**config.mk**
```make
export PLATFORM = sky130hd
export DESIGN_NAME = mpeg_audio_frame_header_decoder_unit
export DESIGN_NICKNAME = d
export VERILOG_FILES = /design/src/hw/rtl/mafhd_pkg.sv /design/src/hw/rtl/mafhd_len_div.sv /design/src/hw/rtl/mpeg_audio_frame_header_decoder_unit.sv
export SDC_FILE = /design/constraint.sdc
export NUM_CORES = 1
export LEC_CHECK = 0
export BUFFER_PORTS_ARGS = -buffer_cell sky130_fd_sc_hd__clkbuf_2
export CAP_MARGIN = 40
export CORE_ASPECT_RATIO = 1.5
export CORE_UTILIZATION = 30
export CTS_BUF_LIST = sky130_fd_sc_hd__clkbuf_8
export CTS_CLUSTER_DIAMETER = 200
export DETAILED_ROUTE_END_ITERATION = 7
export GPL_TIMING_DRIVEN = 1
export PLACE_DENSITY_LB_ADDON = 0.05
export SYNTH_ARGS = -nofsm -noshare
export SYNTH_HDL_FRONTEND = slang
export SYNTH_HIERARCHICAL = 1
export SYNTH_SLANG_ARGS = --single-unit
```
**constraint.sdc**
```tcl
create_clock -name clk -period 11 [get_ports clk]
set_input_delay 1.65 -clock clk [delete_from_list [all_inputs] [get_ports clk]]
set_output_delay 1.65 -clock clk [all_outputs]
set_load 0.01 [all_outputs]
```
**src/hw/rtl/mafhd_pkg.sv**
```systemverilog
// Shared types, codes, rate tables and reciprocal constants for the MPEG audio
// frame header decoder. No dependencies; the decoder top and the length unit import it.
`default_nettype none

package mafhd_pkg;

  typedef enum logic [2:0] {
    ST_OK          = 3'd0,
    ST_BAD_SYNC    = 3'd1,
    ST_RSV_VERSION = 3'd2,
    ST_RSV_LAYER   = 3'd3,
    ST_BAD_BITRATE = 3'd4,
    ST_BAD_RATE    = 3'd5
  } status_t;

  // Sample rate index, also selects the divisor family of the length unit
  typedef enum logic [1:0] {
    RATE_44K = 2'd0,
    RATE_48K = 2'd1,
    RATE_32K = 2'd2,
    RATE_RSV = 2'd3
  } rate_base_t;

  localparam logic [1:0] VER_25  = 2'd0;
  localparam logic [1:0] VER_RSV = 2'd1;
  localparam logic [1:0] VER_2   = 2'd2;
  localparam logic [1:0] VER_1   = 2'd3;

  localparam logic [1:0] LAYER_RSV = 2'd0;
  localparam logic [1:0] LAYER_1   = 2'd1;
  localparam logic [1:0] LAYER_2   = 2'd2;
  localparam logic [1:0] LAYER_3   = 2'd3;

  localparam logic [10:0] SYNC_PATTERN = 11'h7FF;

  // Reciprocal divide: q0 = (y * RECIP) >> RECIP_SHIFT, then one correction step
  localparam int          RECIP_SHIFT = 24;
  localparam int          QUOT_W      = 12;
  localparam logic [19:0] RECIP_441   = 20'd38043;
  localparam logic [19:0] RECIP_48    = 20'd349525;
  localparam logic [19:0] RECIP_32    = 20'd524288;
  localparam logic [8:0]  DIV_441     = 9'd441;
  localparam logic [8:0]  DIV_48      = 9'd48;
  localparam logic [8:0]  DIV_32      = 9'd32;

  // Columns: V1 L1, V1 L2, V1 L3, V2/2.5 L1, V2/2.5 L2 and L3
  localparam logic [8:0] KBPS_TABLE [16][5] = '{
    '{9'd0,   9'd0,   9'd0,   9'd0,   9'd0  },
    '{9'd32,  9'd32,  9'd32,  9'd32,  9'd8  },
    '{9'd64,  9'd48,  9'd40,  9'd48,  9'd16 },
    '{9'd96,  9'd56,  9'd48,  9'd56,  9'd24 },
    '{9'd128, 9'd64,  9'd56,  9'd64,  9'd32 },
    '{9'd160, 9'd80,  9'd64,  9'd80,  9'd40 },
    '{9'd192, 9'd96,  9'd80,  9'd96,  9'd48 },
    '{9'd224, 9'd112, 9'd96,  9'd112, 9'd56 },
    '{9'd256, 9'd128, 9'd112, 9'd128, 9'd64 },
    '{9'd288, 9'd160, 9'd128, 9'd144, 9'd80 },
    '{9'd320, 9'd192, 9'd160, 9'd160, 9'd96 },
    '{9'd352, 9'd224, 9'd192, 9'd176, 9'd112},
    '{9'd384, 9'd256, 9'd224, 9'd192, 9'd128},
    '{9'd416, 9'd320, 9'd256, 9'd224, 9'd144},
    '{9'd448, 9'd384, 9'd320, 9'd256, 9'd160},
    '{9'd0,   9'd0,   9'd0,   9'd0,   9'd0  }
  };

  typedef struct packed {
    status_t     status;
    logic [1:0]  mpeg_version;
    logic [1:0]  layer_number;
    logic        crc_protected;
    logic [8:0]  bitrate_kbps;
    logic [15:0] sample_rate_hz;
    logic        padding_bit;
    logic [1:0]  channel_mode;
    logic [1:0]  mode_extension;
    logic [2:0]  flag_bits;
    logic [1:0]  emphasis_code;
  } hdr_t;

  // Length request: numerator scale (slots * 2^shift, times 10 for 44.1k family)
  typedef struct packed {
    logic [12:0] scale;
    rate_base_t  base;
  } len_req_t;

  function automatic logic [8:0] kbps_lookup(input logic [3:0] brx, input logic [2:0] col);
    logic [8:0] val;
    val = 9'd0;
    if (col <= 3'd4) begin
      val = KBPS_TABLE[brx][col];
    end
    return val;
  endfunction

  function automatic logic [15:0] rate_base_hz(input rate_base_t base);
    logic [15:0] hz;
    unique case (base)
      RATE_44K: hz = 16'd44100;
      RATE_48K: hz = 16'd48000;
      RATE_32K: hz = 16'd32000;
      default:  hz = 16'd0;
    endcase
    return hz;
  endfunction

  function automatic logic [19:0] recip_of(input rate_base_t base);
    logic [19:0] m;
    unique case (base)
      RATE_44K: m = RECIP_441;
      RATE_48K: m = RECIP_48;
      default:  m = RECIP_32;
    endcase
    return m;
  endfunction

  function automatic logic [8:0] divisor_of(input rate_base_t base);
    logic [8:0] d;
    unique case (base)
      RATE_44K: d = DIV_441;
      RATE_48K: d = DIV_48;
      default:  d = DIV_32;
    endcase
    return d;
  endfunction

endpackage

`default_nettype wire

```
**src/hw/rtl/mafhd_len_div.sv**
```systemverilog
// Frame length unit: four register stages that form the numerator, divide by a
// constant-family sample rate through a reciprocal multiply, and correct. Uses mafhd_pkg.
`default_nettype none

module mafhd_len_div (
  input  wire logic              clk,
  input  wire logic              rst,
  input  wire logic              in_valid,
  input  wire mafhd_pkg::hdr_t     in_hdr,
  input  wire mafhd_pkg::len_req_t in_req,
  output logic                   out_valid,
  output mafhd_pkg::hdr_t          out_hdr,
  output logic [11:0]            out_bytes
);
  import mafhd_pkg::*;

  // Stage D1: numerator y = kbps * scale
  logic        d1_valid;
  hdr_t        d1_hdr;
  rate_base_t  d1_base;
  logic [19:0] d1_y;
  logic [21:0] y_full;

  // Stage D2: estimated quotient
  logic        d2_valid;
  hdr_t        d2_hdr;
  rate_base_t  d2_base;
  logic [19:0] d2_y;
  logic [QUOT_W-1:0] d2_q0;
  logic [39:0] prod;

  // Stage D3: back-multiplied estimate
  logic        d3_valid;
  hdr_t        d3_hdr;
  rate_base_t  d3_base;
  logic [19:0] d3_y;
  logic [QUOT_W-1:0] d3_q0;
  logic [19:0] d3_qd;
  logic [20:0] qd_full;

  // Stage D4 logic: remainder check, padding, slot scaling
  logic [19:0] rem;
  logic [8:0]  div_d4;
  logic [QUOT_W-1:0] q_fix;
  logic [QUOT_W-1:0] q_pad;
  logic [11:0] bytes_next;

  assign y_full = in_hdr.bitrate_kbps * in_req.scale;

  always_ff @(posedge clk) begin
    if (rst) begin
      d1_valid <= 1'b0;
    end else begin
      d1_valid <= in_valid;
    end
    d1_hdr  <= in_hdr;
    d1_base <= in_req.base;
    d1_y    <= y_full[19:0];
  end

  assign prod = d1_y * recip_of(d1_base);

  always_ff @(posedge clk) begin
    if (rst) begin
      d2_valid <= 1'b0;
    end else begin
      d2_valid <= d1_valid;
    end
    d2_hdr  <= d1_hdr;
    d2_base <= d1_base;
    d2_y    <= d1_y;
    d2_q0   <= prod[RECIP_SHIFT +: QUOT_W];
  end

  assign qd_full = d2_q0 * divisor_of(d2_base);

  always_ff @(posedge clk) begin
    if (rst) begin
      d3_valid <= 1'b0;
    end else begin
      d3_valid <= d2_valid;
    end
    d3_hdr  <= d2_hdr;
    d3_base <= d2_base;
    d3_y    <= d2_y;
    d3_q0   <= d2_q0;
    d3_qd   <= qd_full[19:0];
  end

  // Estimate is never high and at most one low: one compare settles it
  always_comb begin
    div_d4 = divisor_of(d3_base);
    rem    = d3_y - d3_qd;
    q_fix  = d3_q0 + ((rem >= {11'd0, div_d4}) ? 12'd1 : 12'd0);
    q_pad  = q_fix + {11'd0, d3_hdr.padding_bit};
    if (d3_hdr.status != ST_OK) begin
      bytes_next = 12'd0;
    end else if (d3_hdr.layer_number == LAYER_1) begin
      bytes_next = {q_pad[9:0], 2'b00};
    end else begin
      bytes_next = q_pad;
    end
  end

  always_ff @(posedge clk) begin
    if (rst) begin
      out_valid <= 1'b0;
    end else begin
      out_valid <= d3_valid;
    end
    out_hdr   <= d3_hdr;
    out_bytes <= bytes_next;
  end

  // A valid header always yields a nonzero frame length
  a_ok_len_nonzero: assert property (@(posedge clk) disable iff (rst)
    out_valid && (out_hdr.status == ST_OK) |-> out_bytes != 12'd0)
    else $error("ok header with zero frame length");

  // Remainder of the estimate before correction stays below twice the divisor
  a_one_correction: assert property (@(posedge clk) disable iff (rst)
    d3_valid && (d3_hdr.status == ST_OK) |-> rem < {10'd0, div_d4, 1'b0})
    else $error("quotient estimate off by more than one");

endmodule

`default_nettype wire

```
**src/hw/rtl/mpeg_audio_frame_header_decoder_unit.sv**
```systemverilog
// Top level of the MPEG audio frame header decoder: field split, table lookup
// and status in stage S1, then the mafhd_len_div length pipeline. Uses mafhd_pkg.
//
//   channel   | handshake                  | payload
//   ----------+----------------------------+---------------------------------------
//   header in | start, busy (beat: start & | header_word
//             | !busy)                     |
//   result    | strobe (one cycle, no      | status, mpeg_version, layer_number, ...
//             | backpressure)              | emphasis_code, frame_bytes
//
// One header enters per cycle; its result passes the S1 decode register, then the
// four stages of the length unit, before it strobes.
// The latency is set by the length divide: multiply, reciprocal multiply,
// back-multiply, then remainder correction, each behind its own register.
// busy stays low: the pipeline never holds, since the receiver cannot stall.
// Synchronous reset clears the valid bits only; items in flight are dropped.
`default_nettype none

module mpeg_audio_frame_header_decoder_unit (
  input  wire logic        clk,
  input  wire logic        rst,
  input  wire logic        start,
  output logic             busy,
  input  wire logic [31:0] header_word,
  output logic             strobe,
  output logic [2:0]       status,
  output logic [1:0]       mpeg_version,
  output logic [1:0]       layer_number,
  output logic             crc_protected,
  output logic [8:0]       bitrate_kbps,
  output logic [15:0]      sample_rate_hz,
  output logic             padding_bit,
  output logic [1:0]       channel_mode,
  output logic [1:0]       mode_extension,
  output logic [2:0]       flag_bits,
  output logic [1:0]       emphasis_code,
  output logic [11:0]      frame_bytes
);
  import mafhd_pkg::*;

  logic       accept;

  // Raw header fields
  logic [1:0] ver;
  logic [1:0] lid;
  logic [1:0] layer;
  logic [3:0] brx;
  rate_base_t srx;
  logic       is_v1;
  logic [1:0] rate_shift;
  logic [2:0] kbps_col;

  // Decoded values
  logic [8:0]  kbps;
  logic [15:0] rate;
  status_t     st;
  logic [7:0]  slot_k;
  logic [9:0]  slot_k_sh;
  logic [12:0] scale;
  hdr_t        hdr_next;
  len_req_t    req_next;

  // Stage S1 registers
  logic     s1_valid;
  hdr_t     s1_hdr;
  len_req_t s1_req;

  // Length unit results
  logic  len_valid;
  hdr_t  len_hdr;
  logic [11:0] len_bytes;

  assign busy   = 1'b0;
  assign accept = start && !busy;

  always_comb begin
    ver   = header_word[20:19];
    lid   = header_word[18:17];
    layer = 2'd0 - lid;               // layer bits count down: 3 -> Layer I
    brx   = header_word[15:12];
    srx   = rate_base_t'(header_word[11:10]);
    is_v1 = (ver == VER_1);

    // MPEG-2 halves the sample rate, MPEG-2.5 quarters it
    if (is_v1) begin
      rate_shift = 2'd0;
    end else if (ver == VER_2) begin
      rate_shift = 2'd1;
    end else begin
      rate_shift = 2'd2;
    end

    // MPEG-2 and 2.5 share one column set; Layers II and III share a column there
    if (is_v1) begin
      kbps_col = {1'b0, layer - 2'd1};
    end else if (layer == LAYER_1) begin
      kbps_col = 3'd3;
    end else begin
      kbps_col = 3'd4;
    end

    kbps = 9'd0;
    rate = 16'd0;
    if (ver != VER_RSV) begin
      rate = rate_base_hz(srx) >> rate_shift;
      if (layer != LAYER_RSV) begin
        kbps = kbps_lookup(brx, kbps_col);
      end
    end

    // Lowest fault code wins
    if (header_word[31:21] != SYNC_PATTERN) begin
      st = ST_BAD_SYNC;
    end else if (ver == VER_RSV) begin
      st = ST_RSV_VERSION;
    end else if (layer == LAYER_RSV) begin
      st = ST_RSV_LAYER;
    end else if (kbps == 9'd0) begin
      st = ST_BAD_BITRATE;
    end else if (rate == 16'd0) begin
      st = ST_BAD_RATE;
    end else begin
      st = ST_OK;
    end

    // Frame length = K * kbps * 1000 / rate. With rate = base >> shift this is
    // K * kbps * 2^shift * 1000 / base: 1000/44100 = 10/441, 1000/48000 = 1/48,
    // 1000/32000 = 1/32. Fold K, 2^shift and the factor 10 into one scale.
    if (layer == LAYER_1) begin
      slot_k = 8'd12;
    end else if ((layer == LAYER_3) && !is_v1) begin
      slot_k = 8'd72;
    end else begin
      slot_k = 8'd144;
    end
    slot_k_sh = {2'b00, slot_k} << rate_shift;
    if (srx == RATE_44K) begin
      scale = ({3'b000, slot_k_sh} << 3) + ({3'b000, slot_k_sh} << 1);
    end else begin
      scale = {3'b000, slot_k_sh};
    end

    hdr_next.status         = st;
    hdr_next.mpeg_version   = ver;
    hdr_next.layer_number   = layer;
    hdr_next.crc_protected  = ~header_word[16];
    hdr_next.bitrate_kbps   = kbps;
    hdr_next.sample_rate_hz = rate;
    hdr_next.padding_bit    = header_word[9];
    hdr_next.channel_mode   = header_word[7:6];
    hdr_next.mode_extension = header_word[5:4];
    hdr_next.flag_bits      = {header_word[8], header_word[3], header_word[2]};
    hdr_next.emphasis_code  = header_word[1:0];

    req_next.scale = scale;
    req_next.base  = srx;
  end

  // S1: hold the decoded header; valid follows the accepted beat
  always_ff @(posedge clk) begin
    if (rst) begin
      s1_valid <= 1'b0;
    end else begin
      s1_valid <= accept;
    end
    s1_hdr <= hdr_next;
    s1_req <= req_next;
  end

  mafhd_len_div u_len_div (
    .clk       (clk),
    .rst       (rst),
    .in_valid  (s1_valid),
    .in_hdr    (s1_hdr),
    .in_req    (s1_req),
    .out_valid (len_valid),
    .out_hdr   (len_hdr),
    .out_bytes (len_bytes)
  );

  // Result ports come straight from the length unit's output registers
  assign strobe         = len_valid;
  assign status         = len_hdr.status;
  assign mpeg_version   = len_hdr.mpeg_version;
  assign layer_number   = len_hdr.layer_number;
  assign crc_protected  = len_hdr.crc_protected;
  assign bitrate_kbps   = len_hdr.bitrate_kbps;
  assign sample_rate_hz = len_hdr.sample_rate_hz;
  assign padding_bit    = len_hdr.padding_bit;
  assign channel_mode   = len_hdr.channel_mode;
  assign mode_extension = len_hdr.mode_extension;
  assign flag_bits      = len_hdr.flag_bits;
  assign emphasis_code  = len_hdr.emphasis_code;
  assign frame_bytes    = len_bytes;

  // Every accepted beat strobes out through the S1 and length-unit registers
  a_latency: assert property (@(posedge clk) disable iff (rst)
    accept |-> ##5 strobe)
    else $error("accepted header produced no result");

  // No result strobe without an earlier accepted beat
  a_no_invent: assert property (@(posedge clk) disable iff (rst)
    strobe |-> $past(accept && !rst, 5))
    else $error("result strobe without a header");

  a_fault_len_zero: assert property (@(posedge clk) disable iff (rst)
    strobe && (status != ST_OK) |-> frame_bytes == 12'd0)
    else $error("frame length reported on faulty header");

  // Layer I frames are whole four-byte slots
  a_layer1_slots: assert property (@(posedge clk) disable iff (rst)
    strobe && (status == ST_OK) && (layer_number == LAYER_1) |-> frame_bytes[1:0] == 2'b00)
    else $error("layer I frame length not slot aligned");

endmodule

`default_nettype wire

```
==> results.md, run 1 <==
- Worst Tran Pin Value: 805 ps
- RR Startpoint: u_len_div/d1_base[1]$_DFF_P_
- Die Area: about 0.084 mm²
- Total Wirelength: around 69,000 µm
- Endpoints failing setup: 0
- Metal-1 WL: 24,000 µm
- Mapped Area: 0.0249 mm²
- Crit path kind: reg2reg
- Async S/R FF share, synth: 0%
- CTS tree: done
- Core Box Area: 0.0823 mm²
- Port buffer count: 90
- CP max FO: 41
- Hold path start: u_len_div/d1_hdr[5]$_DFF_P_
- Area Growth Syn to Fin: 12.2%
- GR Overflow Total: 0
- Register area share after synthesis: between 20 and 30%
- Clk sinks: around 350
- Min-delay worst type: reg2reg
- Slowest CP cell: fa_1
- Avg Cell Area, Syn: slightly above 10 µm²
- Max layer used: met4
- Chip height: 355 µm
- Post-DR vias/cell: between 4 and 5
- Root Driver: clkbuf_8
- Final HPWL DP: between 50,000 and 60,000 µm
- WL per Instance: 18.8 µm
- Area of placed instances: roughly 0.027 mm²
- Post-synth EDFFs: 0
- Crit start category: flop
- Die X: 237 µm
- Number of global-route vias before repair: between 15,000 and 20,000
- Clk_lat worst skew: 730 ps
- Met3 WL: ~1600 µm
- Initial antenna violation count: 4
- VDD IR-drop max: 0.000225 V
- Largest net degree at the start of global routing: 42
- First-pass GRT wire length: 107,000 µm
- CP Capture Type: flop
- Setup TNS Final: 0 ps
- Synth Flop Type: dfxtp_1
- Final Cycle Share: between 60% and 70%
- Slew Viols, Final: 0
- Met2 WL: 39,500 µm
- Max-cap violations: 0
- Max incr delay on CP: roughly 540 ps
- Most frequent cells in the layout: 540 x inv_1, 352 x dfxtp_1, 327 x fa_1
- Post-Synthesis Cells: roughly 2,400
- Num CTS Buffers: 60
- Static Leak: between 10 and 15 nW
- Design Area, Final: 0.0280 mm²
- PwrDens: 302 mW/mm²
- Hold Fails Final Rpt: 0
- Fmax: 0.133 GHz
- Fin Clk Skew: ~49 ps
- # hold bufs at CTS: 0
- Ys Warns: 6
- CTS resizes: 0
- ANT nets after route: 0
- CTS max path bufs: 3
- First-pass DRT Iterations: 4
- Outcome: completed
- Required @ worst endpoint: roughly 12,000 ps
- I/O pins: 92
- Min cycle time layout: 7550 ps
- Nets@finish: 3,242
- H-Tree Depth: 2
- Drt drc: 0
- Most frequent CP cell: fa_1
- Vias: between 15,000 and 20,000
- RSZ-0062 raised after global routing: no
- Global Route Usage Sum: 17.0%
- Register bit total from synthesis: 352
- Worst Path Arrival: 8180 ps
- Slew headroom: 45.9%
- Initial Utilization: 30.3%
- Yosys cell types: 85
- CP Launch Point: u_len_div/d1_base[1]$_DFF_P_
- Post-CTS Repair Setup Buffers: 0
- Final GP Congestion: between 0.9 and 1
- Commonest non-fill, non-tap cell in the layout: inv_1
- Reg clk slew, reported paths: 60 ps
- First-iteration detailed-routing DRC count: 478
- Layout cells sized above 1: 8.67%
- FP Rows: 129
==> final cells by class <==
cell class	count	area (µm²)
flip-flops and latches	352	7050
well taps	1048	1310
clock buffers	68	936
repair buffers	98	518
diodes	2	5.00
clock inverters	40	364
multi-input cells	1525	15800
inverters	525	1970
fillers	8519	54400
==> per-layer routing <==
metal | GRT usage [%] | vias to the layer above
met1 | 16.4 | 7987
met3 | 1.95 | 123
li1 | - | 7843
met4 | 9.06 | 0
met2 | 34.2 | 225
met5 | 0 | -
==> synth_stat cells (9+ instances only) <==
| cell | instances | area share (%) |
|---|---|---|
| xnor2_1 | 58 | 2.0 |
| mux2i_1 | 12 | 0.48 |
| nand2b_1 | 42 | 1.1 |
| nor3_1 | 26 | 0.52 |
| nand3_1 | 20 | 0.40 |
| dfxtp_1 | 352 | 28 |
| xor2_1 | 19 | 0.67 |
| nor2b_1 | 49 | 1.2 |
| inv_1 | 525 | 7.9 |
| fa_1 | 327 | 26 |
| o211ai_1 | 9 | 0.27 |
| a21oi_1 | 77 | 1.5 |
| ha_1 | 318 | 16 |
| nand4_1 | 9 | 0.23 |
| and3_1 | 16 | 0.40 |
| o21ai_0 | 42 | 0.84 |
| nand2_1 | 143 | 2.2 |
| clkbuf_1 | 46 | 0.69 |
| o21a_1 | 9 | 0.27 |
| and2_1 | 83 | 2.1 |
| nor2_1 | 75 | 1.1 |
| a21o_1 | 24 | 0.72 |
==> final timing paths <==
path	cells past startpoint	end	slack [ps]
max	26	u_len_div/d2_q0[11]$_DFF_P_	3450
min	0	u_len_div/d2_hdr[5]$_DFF_P_	300
max reg2reg	26	u_len_div/d2_q0[11]$_DFF_P_	3450
min reg2reg	0	u_len_div/d2_hdr[5]$_DFF_P_	300
==> critical path: cells and delay by family (launching register included) <==
family                   cells  cell delay, ps
AO/OA/AOI/OAI                5            1320
XOR/XNOR                     1             140
adder cells (fa/ha/maj)      8            3860
buffers and inverters        7             980
flip-flops                   1             310
AND/OR/NAND/NOR              5             880
==> logic make-up after synthesis <==
group           share of synthesized area (%)
mux                                     0.663
compound gates                           6.97
buf+inv                                  8.82
simple gates                             10.3
fa+ha+maj                                42.2
flops                                    28.3
other cells                            0.0150
xor+xnor                                 2.71
==> registers in the layout, summed over array words and instances, names as in the netlist, 12 cells and up <==
register / flops
u_len_div/d3_qd: 20
u_len_div/d2_hdr: 43
u_len_div/out_bytes: 12
u_len_div/out_hdr: 43
u_len_div/d3_hdr: 43
u_len_div/d3_y: 20
s1_hdr: 40
u_len_div/d1_y: 20
u_len_div/d2_y: 20
s1_req: 13
u_len_div/d2_q0: 12
u_len_div/d1_hdr: 43
u_len_div/d3_q0: 12
==> where the power goes <==
| part | switching (mW) | internal (mW) |
|---|---|---|
| sequential | 0.197 | 1.52 |
| combinational | 3.20 | 2.28 |
| clock | 0.588 | 0.675 |
| total | 3.98 | 4.47 |
==> through the flow <==
step                      power [mW]  cells  hold slack [ps]  utilization (%)  setup WS (ps)
after floorplan                 5.52   2458              310                -           4170
after global placement          7.40   3544              310             32.3           3290
after detailed placement        7.35   3548              312             32.4           3350
after CTS                       8.73   3656              317             34.0           3360
after global routing            9.40   3658              321             34.0           2960
final                           8.45   3658              304             34.0           3450
No activity file was read; power rests on OpenSTA's default activity.
==> inputs of run 2 (changes only) <==
--- a/config.mk
+++ b/config.mk
@@ -5,6 +5,7 @@
 export SDC_FILE = /design/constraint.sdc
 export NUM_CORES = 1
 export LEC_CHECK = 0
+export ABC_AREA = 1
 export BUFFER_PORTS_ARGS = -buffer_cell sky130_fd_sc_hd__clkbuf_2
 export CAP_MARGIN = 40
 export CORE_ASPECT_RATIO = 1.5
==> constraint.sdc (replaced) <==
create_clock -name clk -period 6.6 [get_ports clk]
set_input_delay 0.99 -clock clk [delete_from_list [all_inputs] [get_ports clk]]
set_output_delay 0.99 -clock clk [all_outputs]
set_load 0.01 [all_outputs]
==> results.md, run 2 <==
- Worst Path Arrival: 6900 ps (was 8180 ps)
- Layout cells sized above 1: 10.2% (was 8.67%)
- Port buffer count: 90 (unchanged)
- Commonest non-fill, non-tap cell in the layout: inv_1 (unchanged)
- Mapped Area: 0.0257 mm² (was 0.0249 mm²)
- First-pass DRT Iterations: 6 (was 4)
- Number of global-route vias before repair: 20,200 (was 18,200)
- Static Leak: 15.9 nW (was 14.4 nW)
- PwrDens: 533 mW/mm² (was 302 mW/mm²)
- Initial antenna violation count: 1 (was 4)
- Total Wirelength: 75,300 µm (was 68,900 µm)
- Async S/R FF share, synth: 0% (unchanged)
- Crit path kind: reg2reg (unchanged)
- Final Core Density: 34.5% (was 34.0%)
- Most frequent cells in the layout: 733 x inv_1, 431 x nand2_1, 350 x dfxtp_1 (was 540 x inv_1, 352 x dfxtp_1, 327 x fa_1)
- Crit path to: u_len_div/d2_q0[11]$_DFF_P_ (unchanged)
- Register bit total from synthesis: 352 (unchanged)
- VDD IR-drop max: 0.000341 V (was 0.000225 V)
- Avg Cell Area, Syn: 9.01 µm² (was 10.3 µm²)
- Max-cap violations: 0 (unchanged)
- CP max FO: 11 (was 41)
- CP Capture Type: flop (unchanged)
- Most frequent cell after synthesis: inv_1 (unchanged)
- First-pass GRT wire length: 116,000 µm (was 107,000 µm)
- Fin Clk Skew: 40.1 ps (was 49.0 ps)
- Vias: 18,300 (was 16,200)
- Final HPWL DP: 65,300 µm (was 59,000 µm)
- Reg clk slew, reported paths: 70 ps (was 60 ps)
- Share of the synthesized area in the top cell type: 27.4% (was 28.3%)
- Drt drc: 0 (unchanged)
- ANT nets after route: 0 (unchanged)
- Top cells by count, synth: 725 x inv_1, 432 x nand2_1, 352 x dfxtp_1 (was 525 x inv_1, 352 x dfxtp_1, 327 x fa_1)
- Die Area: 0.0868 mm² (was 0.0843 mm²)
- Slew Viols, Final: 0 (unchanged)
- Post-Synthesis Cells: 2,852 (was 2,424)
- Fillers: 9,104 (was 8,519)
- Post-synth EDFFs: 0 (unchanged)
- Hold Fails Final Rpt: 0 (unchanged)
- Post-DR vias/cell: 4.33 (was 4.42)
- FP Rows: 131 (was 129)
- Final Cycle Share: 95.5% (was 68.6%)
- GR Overflow Total: 0 (unchanged)
- RR Startpoint: u_len_div/d1_base[0]$_DFF_P_ (was u_len_div/d1_base[1]$_DFF_P_)
- Endpoints failing setup: 0 (unchanged)
- Global Route Usage Sum: 17.9% (was 17.0%)
- Die X: 241 µm (was 237 µm)
- Nets@finish: 3,724 (was 3,242)
- Clk_lat worst skew: 710 ps (was 730 ps)
- Synth Flop Type: dfxtp_1 (unchanged)
- Min Hold Slack: 318 ps (was 304 ps)
- Area Growth Syn to Fin: 14.0% (was 12.2%)
- Flop2flop setup slack: 300 ps (was 3450 ps)
- CP Launch Point: u_len_div/d1_base[0]$_DFF_P_ (was u_len_div/d1_base[1]$_DFF_P_)
- Required @ worst endpoint: 7200 ps (was 11,630 ps)
- Worst Tran Pin Value: 770 ps (was 805 ps)
- CTS max path bufs: 3 (unchanged)
- Min cycle time layout: 6300 ps (was 7550 ps)
- Fmax: 0.159 GHz (was 0.133 GHz)
- Outcome: completed (unchanged)
- R2R depth: 24 (was 26)
- Chip height: 360 µm (was 355 µm)
- Ys Warns: 6 (unchanged)
- Worst flop-to-flop path endpoint: u_len_div/d2_q0[11]$_DFF_P_ (unchanged)
- Crit start category: flop (unchanged)
- Register area share after synthesis: 27.4% (was 28.3%)
- Initial Utilization: 30.3% (about the same)
- I/O pins: 92 (unchanged)
- Num CTS Buffers: 58 (was 60)
- Core Box Area: 0.0849 mm² (was 0.0823 mm²)
- # hold bufs at CTS: 0 (unchanged)
- RSZ-0062 raised after global routing: no (unchanged)
- Setup TNS Final: 0 ps (unchanged)
- Largest net degree at the start of global routing: 28 (was 42)
- Post-synth top area cell: dfxtp_1 (unchanged)
- Root Driver: clkbuf_8 (unchanged)
- WL per Instance: 17.9 µm (was 18.8 µm)
- Min-delay worst type: reg2reg (unchanged)
- Final GP Congestion: 0.902 (was 0.914)
- First-iteration detailed-routing DRC count: 650 (was 478)
- Yosys cell types: 48 (was 85)
- Post-CTS Repair Setup Buffers: 0 (unchanged)
- H-Tree Depth: 2 (unchanged)
- Slew headroom: 48.5% (was 45.9%)
- CTS tree: done (unchanged)
- Top cells by area, synth: dfxtp_1 27%, fa_1 25%, ha_1 15% (was dfxtp_1 28%, fa_1 26%, ha_1 16%)
- Clk sinks: 352 (unchanged)
run 2: cell types whose count changed in the layout (fill, tap and decap cells not counted), sizes merged, moves of 35 or more:
cell	before	now
and2	83	4
buf	8	64
inv	542	747
nand2	143	440
nand2b	42	0
nand3	20	82
nor2	76	201
nor2b	50	0
xnor2	58	23
xor2	19	54
run 2: report_power, final:
part	switching, mW	internal [mW]
Sequential	0.285	2.52
Combinational	6.72	4.03
Clock	0.940	1.12
run 2: cells by family after synthesis:
logic type,Yosys count,share of synthesized area [%]
and+or+nand+nor,778,12.5
xor gates and xnor gates,77,2.65
buffers and inverters,776,11.4
DFF,352,27.4
AOI/OAI and AO/OA,223,4.97
other,1,0.0146
adders and majority gates,645,41.0
run 2: worst min-delay path by stage:
stage / from / to / slack [ps] / cells past startpoint
after CTS: u_len_div/d3_hdr[33]$_DFF_P_ / u_len_div/out_hdr[33]$_DFF_P_ / 320 / 0
after detailed placement: s1_hdr[15]$_DFF_P_ / u_len_div/d1_hdr[15]$_DFF_P_ / 310 / 0
after floorplan: s1_req[0]$_DFF_P_ / u_len_div/d1_base[0]$_DFF_P_ / 310 / 0
after global routing: u_len_div/d2_y[7]$_DFF_P_ / u_len_div/d3_y[7]$_DFF_P_ / 330 / 0
final: u_len_div/d1_hdr[28]$_DFF_P_ / u_len_div/d2_hdr[28]$_DFF_P_ / 320 / 0
after global placement: u_len_div/d3_hdr[28]$_DFF_P_ / u_len_div/out_hdr[28]$_DFF_P_ / 310 / 0
run 2: final cells by class:
type	instances	area, µm²	share of cell area [%]
clock inverter	35	295	1.01
antenna	2	5.00	0.0171
multi-input combinational	1742	15900	54.2
inverter	736	2760	9.43
sequential	352	7050	24.1
timing repair buffer	154	942	3.22
tap	1130	1410	4.83
clock buffer	69	950	3.24
run 2: what timing repair did:
| action | CTS | global route |
|---|---|---|
| resized for setup | 4 | 24 |
| pin swaps | 0 | 2 |
| setup endpoints to repair | 6 | 12 |
run 2: critical path: stages, from the launching register on:
cell and delay (ps):
dfxtp_2 380, inv_2 70, nor2_2 90, inv_2 70, buf_4 180, nor2_1 130, inv_1 130, fa_1 520
inv_1 70, fa_1 490, fa_1 450, fa_1 550, inv_1 50, fa_1 520, inv_1 50, fa_1 460
fa_1 470, ha_1 360, nand2_1 120, nor2_1 280, nand2_1 160, nor3_2 220, nand3_1 110, nand3_1 110
xor2_1 170
run 2: layer usage:
layer  GRT usage (%)  share of wire [%]  wire (µm)  vias to the layer above
met3            2.26                2.6       1940                      103
met4            6.02                3.3       2520                        0
met2            36.7                 58      43900                      270
met1            17.9                 36      27000                     8937
li1                -                  -          -                     8960
met5               0                  0          0                        -
run 2: per-stage QoR:
stage                     std cells  total power, mW  setup WS, ps  cell area, µm²
after CTS                      4218             15.9          17.1           29200
final                          4220             15.6           300           29300
after floorplan                2870             10.3           276           25800
after global routing           4219             17.5          8.33           29300
after detailed placement       4114             13.6          -141           27900
after global placement         4114             13.7         -56.0           27900
==> inputs of run 3 (changes only) <==
--- a/config.mk
+++ b/config.mk
@@ -5,13 +5,14 @@
 export SDC_FILE = /design/constraint.sdc
 export NUM_CORES = 1
 export LEC_CHECK = 0
-export ABC_AREA = 1
+export ABC_AREA = 0
 export BUFFER_PORTS_ARGS = -buffer_cell sky130_fd_sc_hd__clkbuf_2
 export CAP_MARGIN = 40
 export CORE_ASPECT_RATIO = 1.5
 export CORE_UTILIZATION = 30
-export CTS_BUF_LIST = sky130_fd_sc_hd__clkbuf_8
+export CTS_BUF_LIST = sky130_fd_sc_hd__clkbuf_4 sky130_fd_sc_hd__clkbuf_8 sky130_fd_sc_hd__clkbuf_16
 export CTS_CLUSTER_DIAMETER = 200
+export CTS_CLUSTER_SIZE = 16
 export DETAILED_ROUTE_END_ITERATION = 7
 export GPL_TIMING_DRIVEN = 1
 export PLACE_DENSITY_LB_ADDON = 0.05
==> results.md, run 3 (synthesized netlist as in run 1, its figures left out) <==
- ANT nets after route: 0 (unchanged)
- Num CTS Buffers: 25 (was 58)
- Layout Cells excl Fill: 3,780 (was 4,220)
- CP top delay family: adder cells (unchanged)
- Worst Hold Depth: 0 (unchanged)
- Most frequent cells in the layout: 509 x inv_1, 350 x dfxtp_1, 315 x fa_1 (was 733 x inv_1, 431 x nand2_1, 350 x dfxtp_1)
- R2R depth: 25 (was 24)
- Endpoints failing setup: 2 (was 0)
- Fmax: 0.151 GHz (was 0.159 GHz)
- Clk_lat worst skew: 630 ps (was 710 ps)
- Hold path start: u_len_div/d2_y[1]$_DFF_P_ (was u_len_div/d1_hdr[28]$_DFF_P_)
- CTS tree: done (unchanged)
- FP Rows: 129 (was 131)
- RSZ-0062 raised after global routing: yes (was no)
- Post-DR vias/cell: 4.38 (was 4.33)
- Commonest non-fill, non-tap cell in the layout: inv_1 (unchanged)
- Largest net degree at the start of global routing: 41 (was 28)
- Core Box Area: 0.0823 mm² (was 0.0849 mm²)
- Worst flop-to-flop path endpoint: u_len_div/d2_q0[11]$_DFF_P_ (unchanged)
- Die X: 237 µm (was 241 µm)
- PwrDens: 514 mW/mm² (was 533 mW/mm²)
- Hold Fails Final Rpt: 0 (unchanged)
- Required @ worst endpoint: 7120 ps (was 7200 ps)
- Crit path kind: reg2reg (unchanged)
- Area of placed instances: 0.0281 mm² (was 0.0279 mm²)
- Drt drc: 0 (unchanged)
- Area occupied by multi-input gates: 0.0162 mm² (was 0.0159 mm²)
- Final HPWL DP: 57,100 µm (was 65,300 µm)
- Root Driver: clkbuf_16 (was clkbuf_8)
- Slew headroom: 44.9% (was 48.5%)
- WHS Endpoint: u_len_div/d3_y[1]$_DFF_P_ (was u_len_div/d2_hdr[28]$_DFF_P_)
- Min cycle time layout: 6620 ps (was 6300 ps)
- Max incr delay on CP: 530 ps (was 550 ps)
- Clk sinks: 352 (unchanged)
- Slew Viols, Final: 0 (unchanged)
- CP Capture Type: flop (unchanged)
- PnR worst setup slack: -19.0 ps (was 300 ps)
- Nets@finish: 3,412 (was 3,724)
- Fillers: 8,467 (was 9,104)
- Final Total Pwr: 15.1 mW (was 15.6 mW)
- Global Route Usage Sum: 16.2% (was 17.9%)
- Final GP Congestion: 0.876 (was 0.902)
- CP max FO: 8 (was 11)
- Final Cycle Share: 100% (was 95.5%)
- RR Startpoint: u_len_div/d1_base[1]$_DFF_P_ (was u_len_div/d1_base[0]$_DFF_P_)
- DP Worst Slack: -604 ps (was -141 ps)
- Most frequent CP cell: fa_1 (unchanged)
- Min-delay worst type: reg2reg (unchanged)
- GR Overflow Total: 0 (unchanged)
- H-Tree Depth: 1 (was 2)
- Design Area, Final: 0.0294 mm² (was 0.0293 mm²)
- VDD IR-drop max: 0.000375 V (was 0.000341 V)
- Port buffer count: 90 (unchanged)
- Failing checks: negative setup slack
- Worst Path Arrival: 7140 ps (was 6900 ps)
- Slowest CP cell: fa_2 (was fa_1)
- CTS max path bufs: 3 (unchanged)
- Number of global-route vias before repair: 18,300 (was 20,200)
- Crit start category: flop (unchanged)
- Flop2flop setup slack: -20 ps (was 300 ps)
- WL per Instance: 17.7 µm (was 17.9 µm)
- Fin Clk Skew: 54.4 ps (was 40.1 ps)
- Die Area: 0.0843 mm² (was 0.0868 mm²)
- Outcome: finished with violations (was completed)
- Static Leak: 15.2 nW (was 15.9 nW)
- Vias: 16,600 (was 18,300)
- Initial antenna violation count: 0 (was 1)
- Layout cells sized above 1: 16.5% (was 10.2%)
- Worst Tran Pin Value: 821 ps (was 770 ps)
- Max-cap violations: 0 (unchanged)
- Chip height: 355 µm (was 360 µm)
- WP buf/inv: 6 (was 7)
- Reg clk slew, reported paths: 80 ps (was 70 ps)
- Setup TNS Final: -31.0 ps (was 0 ps)
- First-pass DRT Iterations: 4 (was 6)
- I/O pins: 92 (unchanged)
- Total Wirelength: 66,900 µm (was 75,300 µm)
- Initial Utilization: 30.3% (about the same)
- Area Growth Syn to Fin: 17.9% (was 14.0%)
- Placed cells: 3,726 (was 4,114)
- First-iteration detailed-routing DRC count: 430 (was 650)
- First-pass GRT wire length: 104,000 µm (was 116,000 µm)
- Register area: 0.00705 mm² (about the same)
## run 3: cell types whose count changed in the layout (fill, tap and decap cells not counted), moves of 60 or more
| cell | before | now |
|---|---|---|
| buf_4 | 62 | 197 |
| clkbuf_8 | 69 | 0 |
| inv_1 | 733 | 509 |
| nor2_1 | 182 | 70 |
| nand2_1 | 431 | 138 |
| and2_1 | 4 | 81 |
| nand3_1 | 80 | 20 |
## run 3: worst max-delay path by stage
stage | from | endpoint | cells after the start
2_1_floorplan | u_len_div/d1_base[1]$_DFF_P_ | u_len_div/d2_q0[11]$_DFF_P_ | 25
3_3_place_gp | u_len_div/d1_base[1]$_DFF_P_ | u_len_div/d2_q0[11]$_DFF_P_ | 30
3_5_place_dp | u_len_div/d1_base[1]$_DFF_P_ | u_len_div/d2_q0[11]$_DFF_P_ | 30
4_1_cts | u_len_div/d1_base[1]$_DFF_P_ | u_len_div/d2_q0[11]$_DFF_P_ | 30
5_1_grt | u_len_div/d1_base[1]$_DFF_P_ | u_len_div/d2_q0[11]$_DFF_P_ | 27
6_report | u_len_div/d1_base[1]$_DFF_P_ | u_len_div/d2_q0[11]$_DFF_P_ | 25
## run 3: power breakdown
part / internal, mW / switching, mW
logic: 5.09 / 5.78
registers: 2.53 / 0.263
clock network: 0.675 / 0.766
## run 3: per-layer routing
layer  global-route usage, %  part of all wire [%]  vias up
met4                    6.21                   4.0        0
li1                        -                     -     8137
met5                       0                     0        -
met2                    32.0                    56      202
met1                    17.6                    38     8133
met3                    1.36                   2.2       80
## run 3: area by class of cell
| class | instances | share of cell area [%] |
|---|---|---|
| clock buffer | 25 | 2.13 |
| clock inverter | 1 | 0.0681 |
| tap | 1048 | 4.46 |
| sequential | 352 | 24.0 |
| multi-input combinational | 1525 | 55.2 |
| inverter | 525 | 6.73 |
| antenna | 1 | 0.00852 |
| timing repair buffer | 303 | 7.42 |
## run 3: worst reg2reg max path: stages (launching register included)
cell,delay (ps)
dfxtp_4,410
buf_12,160
nand2b_4,150
inv_4,60
nand2b_1,110
buf_4,180
fa_1,490
inv_1,50
fa_2,530
fa_1,430
fa_1,470
ha_1,300
fa_1,520
fa_1,430
ha_2,210
nor3_4,210
nand2_2,90
a211oi_4,260
buf_6,160
o21ai_4,80
o41ai_4,380
buf_6,180
nor4_4,50
o21a_2,240
o31ai_4,230
xnor2_1,140
## run 3: what timing repair did
item | CTS | global route
gates cloned | 0 | 2
endpoints found under the hold margin | 0 | 0
setup buffers | 12 | 14
resized for setup | 46 | 69
setup endpoints to repair | 11 | 13
hold buffers | 0 | 0
pin swaps | 16 | 37
## run 3: per-stage QoR
| step | util, % | hold WS, ps |
|---|---|---|
| after detailed placement | 34.1 | 312 |
| after floorplan | - | 310 |
| after CTS | 35.2 | 311 |
| after global routing | 35.7 | 318 |
| after global placement | 34.1 | 310 |
| final | 35.7 | 303 |
